<file path="src/hdl/mpev_ram.sv">
`default_nettype none
module mpev_ram #(
   parameter int WIDTH = 32,
   parameter int DEPTH = 64
) (
   input  wire logic                     clock,
   input  wire logic                     wr_en,
   input  wire logic [$clog2(DEPTH)-1:0] wr_addr,
   input  wire logic [WIDTH-1:0]         wr_data,
   input  wire logic [$clog2(DEPTH)-1:0] rd_addr,
   output logic      [WIDTH-1:0]         rd_data
);

   logic [WIDTH-1:0] mem_ff [DEPTH];
   logic [WIDTH-1:0] rd_data_ff;

   always_ff @(posedge clock) begin
      if (wr_en) begin
         mem_ff[wr_addr] <= wr_data;
      end
      rd_data_ff <= mem_ff[rd_addr];
   end

   assign rd_data = rd_data_ff;

endmodule
`default_nettype wire

</file>
<file path="config.mk">
export PLATFORM = sky130hd
export DESIGN_NAME = mpev_ram
export DESIGN_NICKNAME = d
export VERILOG_FILES = /design/src/hdl/mpev_ram.sv
export SDC_FILE = /design/constraint.sdc
export NUM_CORES = 2
export LEC_CHECK = 0
export BUFFER_PORTS_ARGS = -buffer_cell sky130_fd_sc_hd__buf_2
export CAP_MARGIN = 15
export CORE_UTILIZATION = 35
export DETAILED_ROUTE_END_ITERATION = 7
export GPL_TIMING_DRIVEN = 0
export SLEW_MARGIN = 20
export SYNTH_ARGS = -nofsm -noshare
export SYNTH_HDL_FRONTEND = slang
export SYNTH_SLANG_ARGS = --single-unit
</file>
<file path="constraint.sdc">
create_clock -name clock -period 3.1 [get_ports clock]
set_clock_uncertainty 0.05 [all_clocks]
set_input_delay 0.155 -clock clock [delete_from_list [all_inputs] [get_ports clock]]
set_output_delay 0.155 -clock clock [all_outputs]
set_load 0.02 [all_outputs]
</file>
==> flow_metrics.py <==
metrics = {
    "drt": {
        "drtIter0Drc": 6261,
        "wl_mm": 246.4,
        "wire_per_inst_um": 35.61,
        "vias": 39802,
        "drtAntennaViolNets": 0,
        "viasPerCell": 5.752,
        "drt-pass1-iter-count": 7,
        "drcViolationCount": 0,
    },
    "pwr": {
        "vdd_ir_drop_max_uv": 514.9,
        "power_density_nw_per_um2": 631.0,
        "pwr-share-clk_pct": 41.2,
        "power.share.combinational_pct": 5.8,
        "p_seq_share_pct": 53.0,
        "cellInternalPower_mw": 45.70,
        "swShare_pct": 22.39,
        "p_sw_mw": 13.19,
        "total_power_mw": 58.88,
        "p_leak_nw": 28.86,
    },
    "timing": {
        "finalCritPeriodShare_pct": 99.98,
        "whs_ns": 0.1393,
        "tightest_slew_ns": 1.232,
        "rsz0062_at_grt": "no",
        "drv_slew": 0,
        "period_needed_ns": 3.099,
        "final-setup-viol-count": 0,
        "clock.fmax_mhz": 322.7,
        "slew_headroom_pct": 17.89,
        "fin_ws_ns": 0.0007272,
        "final_hold_viol_count": 0,
    },
    "clock_network": {
        "cts.clk_slew.worst_paths_ns": 0.06,
        "numClockSinks": 2080,
        "clk_latency_ns": 0.88,
        "clk_path_buf_depth": 3,
        "cts_tree": "done",
        "cts_setup_buffers": 0,
        "root_buffer": "clkbuf_16",
        "htreeDepth": 4,
        "cts_buffers": 204,
    },
    "layout": {
        "fin_util_pct": 41.94,
        "area_growth_pct": 18.85,
        "fin_area_um2": 93320,
        "layout-drive-gt1-share_pct": 31.23,
        "fillers": 19106,
        "layout_commonest_cell": "edfxtp_1",
        "nets": 3815,
        "final_cell_mix": "edfxtp_1, mux4_2, clkbuf_16, clkbuf_1, buf_2",
    },
    "setup_path": {
        "crit_type": "in -> reg",
        "critPathMaxFanout": 10,
        "end_kind": "register",
        "cp-start-kind": "input pin",
        "crit_required_ns": 3.72,
        "arrival_ns": 3.72,
        "reg2reg_from": "mem_ff[44][5]$_DFFE_PP_",
        "crit_start": "rd_addr[1]",
    },
    "synthesis": {
        "synth_area_um2": 78520,
        "synth_top_family_by_area": "multiplexers",
        "yosysSeqAreaShare_pct": 79.14,
        "avgSynthCellArea_um2": 23.62,
        "yosys.area_share.adder_pct": 0,
        "ys_ff_latch": 2080,
        "synth.distinct_cells": 34,
        "synth_compound_area_share_pct": 1.673,
        "synth_xor_area_share_pct": 0,
        "postSynthCellCount": 3324,
        "muxShareOfSynthArea_pct": 16.79,
        "syn-num-nets": 3370,
        "synthSimpleGateAreaFrac_pct": 1.265,
        "ys_warn_count": 0,
    },
    "die": {
        "die_y_um": 475.6,
        "io_pins": 78,
        "start_util_pct": 35.28,
        "dieArea_um2": 226200,
        "core_um2": 222500,
        "dieWidth_um": 475.6,
        "rows": 173,
    },
    "global_route": {
        "grt_pass1_wl_mm": 333.1,
        "groute.usage.overall_pct": 21.85,
        "antenna_found_initial": 19,
        "grt_pass1_vias": 39166,
        "globalRoute.totalOverflow": 0,
        "grt_max_degree": 65,
    },
    "place": {
        "dpl.hpwl_mm": 166.0,
        "place_area_um2": 86330,
        "portBuffers": 69,
        "place_ws_ns": -2.025,
        "place.gp.congestion": 0.8447,
    },
    "job": {
        "drv_cap": 0,
    },
    "hold_path": {
        "hold_path.startpoint": "wr_addr[0]",
        "hp-class": "in -> reg",
    },
    "outcome": {
        "status": "finished, final reports clean",
    },
}
## cell families after synthesis
family,after synthesis
mux,637
flops,2080
simple gates,223
compound gates,202
buf+inv,182
## power groups by stage
| stage | logic [mW] | clock network [mW] | registers [mW] |
|---|---|---|---|
| 2_1_floorplan | 1.51 | 0 | 31.9 |
| 3_3_place_gp | 3.16 | 0 | 31.8 |
| 3_5_place_dp | 3.32 | 0 | 31.8 |
| 4_1_cts | 3.36 | 24.5 | 31.2 |
| 5_1_grt | 3.51 | 25.6 | 31.2 |
| 6_report | 3.41 | 24.3 | 31.2 |
## layer usage
metal  vias up  wire (um)  global-route usage (%)
li1      15206          -                       -
met1     21544      91330                   28.61
met2      2584     117500                   35.11
met3       458      26020                   5.002
met4        10      11470                   8.946
met5         -         77                       0
## worst max-delay path, cell delays in order
cell,delay (ns)
buf_2,0.38
buf_2,0.33
clkbuf_1,0.87
mux4_2,0.41
mux4_2,0.51
o22ai_1,0.75
nor2_1,0.28
## synthesized netlist by cell type
master / number / area, um2
nand4b_1: 1 / 8.760
buf_1: 21 / 78.83
clkbuf_1: 74 / 277.8
nor2b_1: 15 / 93.84
nand2b_1: 8 / 50.05
a31oi_1: 1 / 6.260
a22oi_1: 12 / 90.09
and2_1: 2 / 12.51
nand2_1: 26 / 97.59
or3_1: 3 / 18.77
or2_0: 1 / 6.260
a311oi_1: 8 / 70.07
or2_2: 1 / 6.260
nand3b_1: 5 / 37.54
a21oi_1: 62 / 310.3
buf_6: 5 / 56.30
mux2i_1: 93 / 930.9
or3b_1: 2 / 17.52
mux4_2: 544 / 12250
nand4_1: 2 / 12.51
and3_1: 4 / 25.02
nand3_1: 5 / 25.02
or3b_2: 3 / 26.28
o32ai_1: 4 / 35.03
a41o_1: 4 / 40.04
or2_1: 1 / 6.260
nor2_1: 137 / 514.2
buf_2: 57 / 285.3
o22ai_1: 84 / 525.5
edfxtp_1: 2048 / 61500
nor3_1: 7 / 35.03
buf_4: 25 / 187.7
o221ai_1: 27 / 236.5
dfxtp_1: 32 / 640.6
## worst paths after layout
check | cells after the start | end | slack, ns
setup / recovery | 7 | rd_data[5]$_DFF_P_ | 0.0007
hold / removal | 3 | mem_ff[49][1]$_DFFE_PP_ | 0.14
setup reg to reg | 4 | rd_data[5]$_DFF_P_ | 0.45
hold reg to reg | 4 | rd_data[8]$_DFF_P_ | 0.90
## area by class of cell
class | count | area, um2 | share of cell area, %
tap | 2975 | 3722 | 3.989
clock inverter | 114 | 1051 | 1.126
clock buffer | 262 | 5436 | 5.826
antenna | 6 | 15.01 | 0.01609
timing repair buffer | 240 | 3960 | 4.244
buffer | 181 | 938.4 | 1.006
multi-input combinational | 1062 | 16050 | 17.20
sequential | 2080 | 62140 | 66.59
## registers in the layout, indices dropped and copies added, names as in the netlist
signal   flops
rd_data     32
mem_ff    2048
## per-stage QoR
stage               setup TNS (ns)  std cells
floorplan                        0       3324
global placement          -4789.14       6368
detailed placement          -32.92       6506
CTS                       -0.07312       6902
global route                     0       6915
finish                           0       6920
## repair_timing
item / in CTS / in global routing
resized for setup: 31 / 8
setup endpoints to repair: 15 / 5
hold buffers: 20 / 12
endpoints found under the hold margin: 1209 / 736
(Power assumes the default switching activity.)
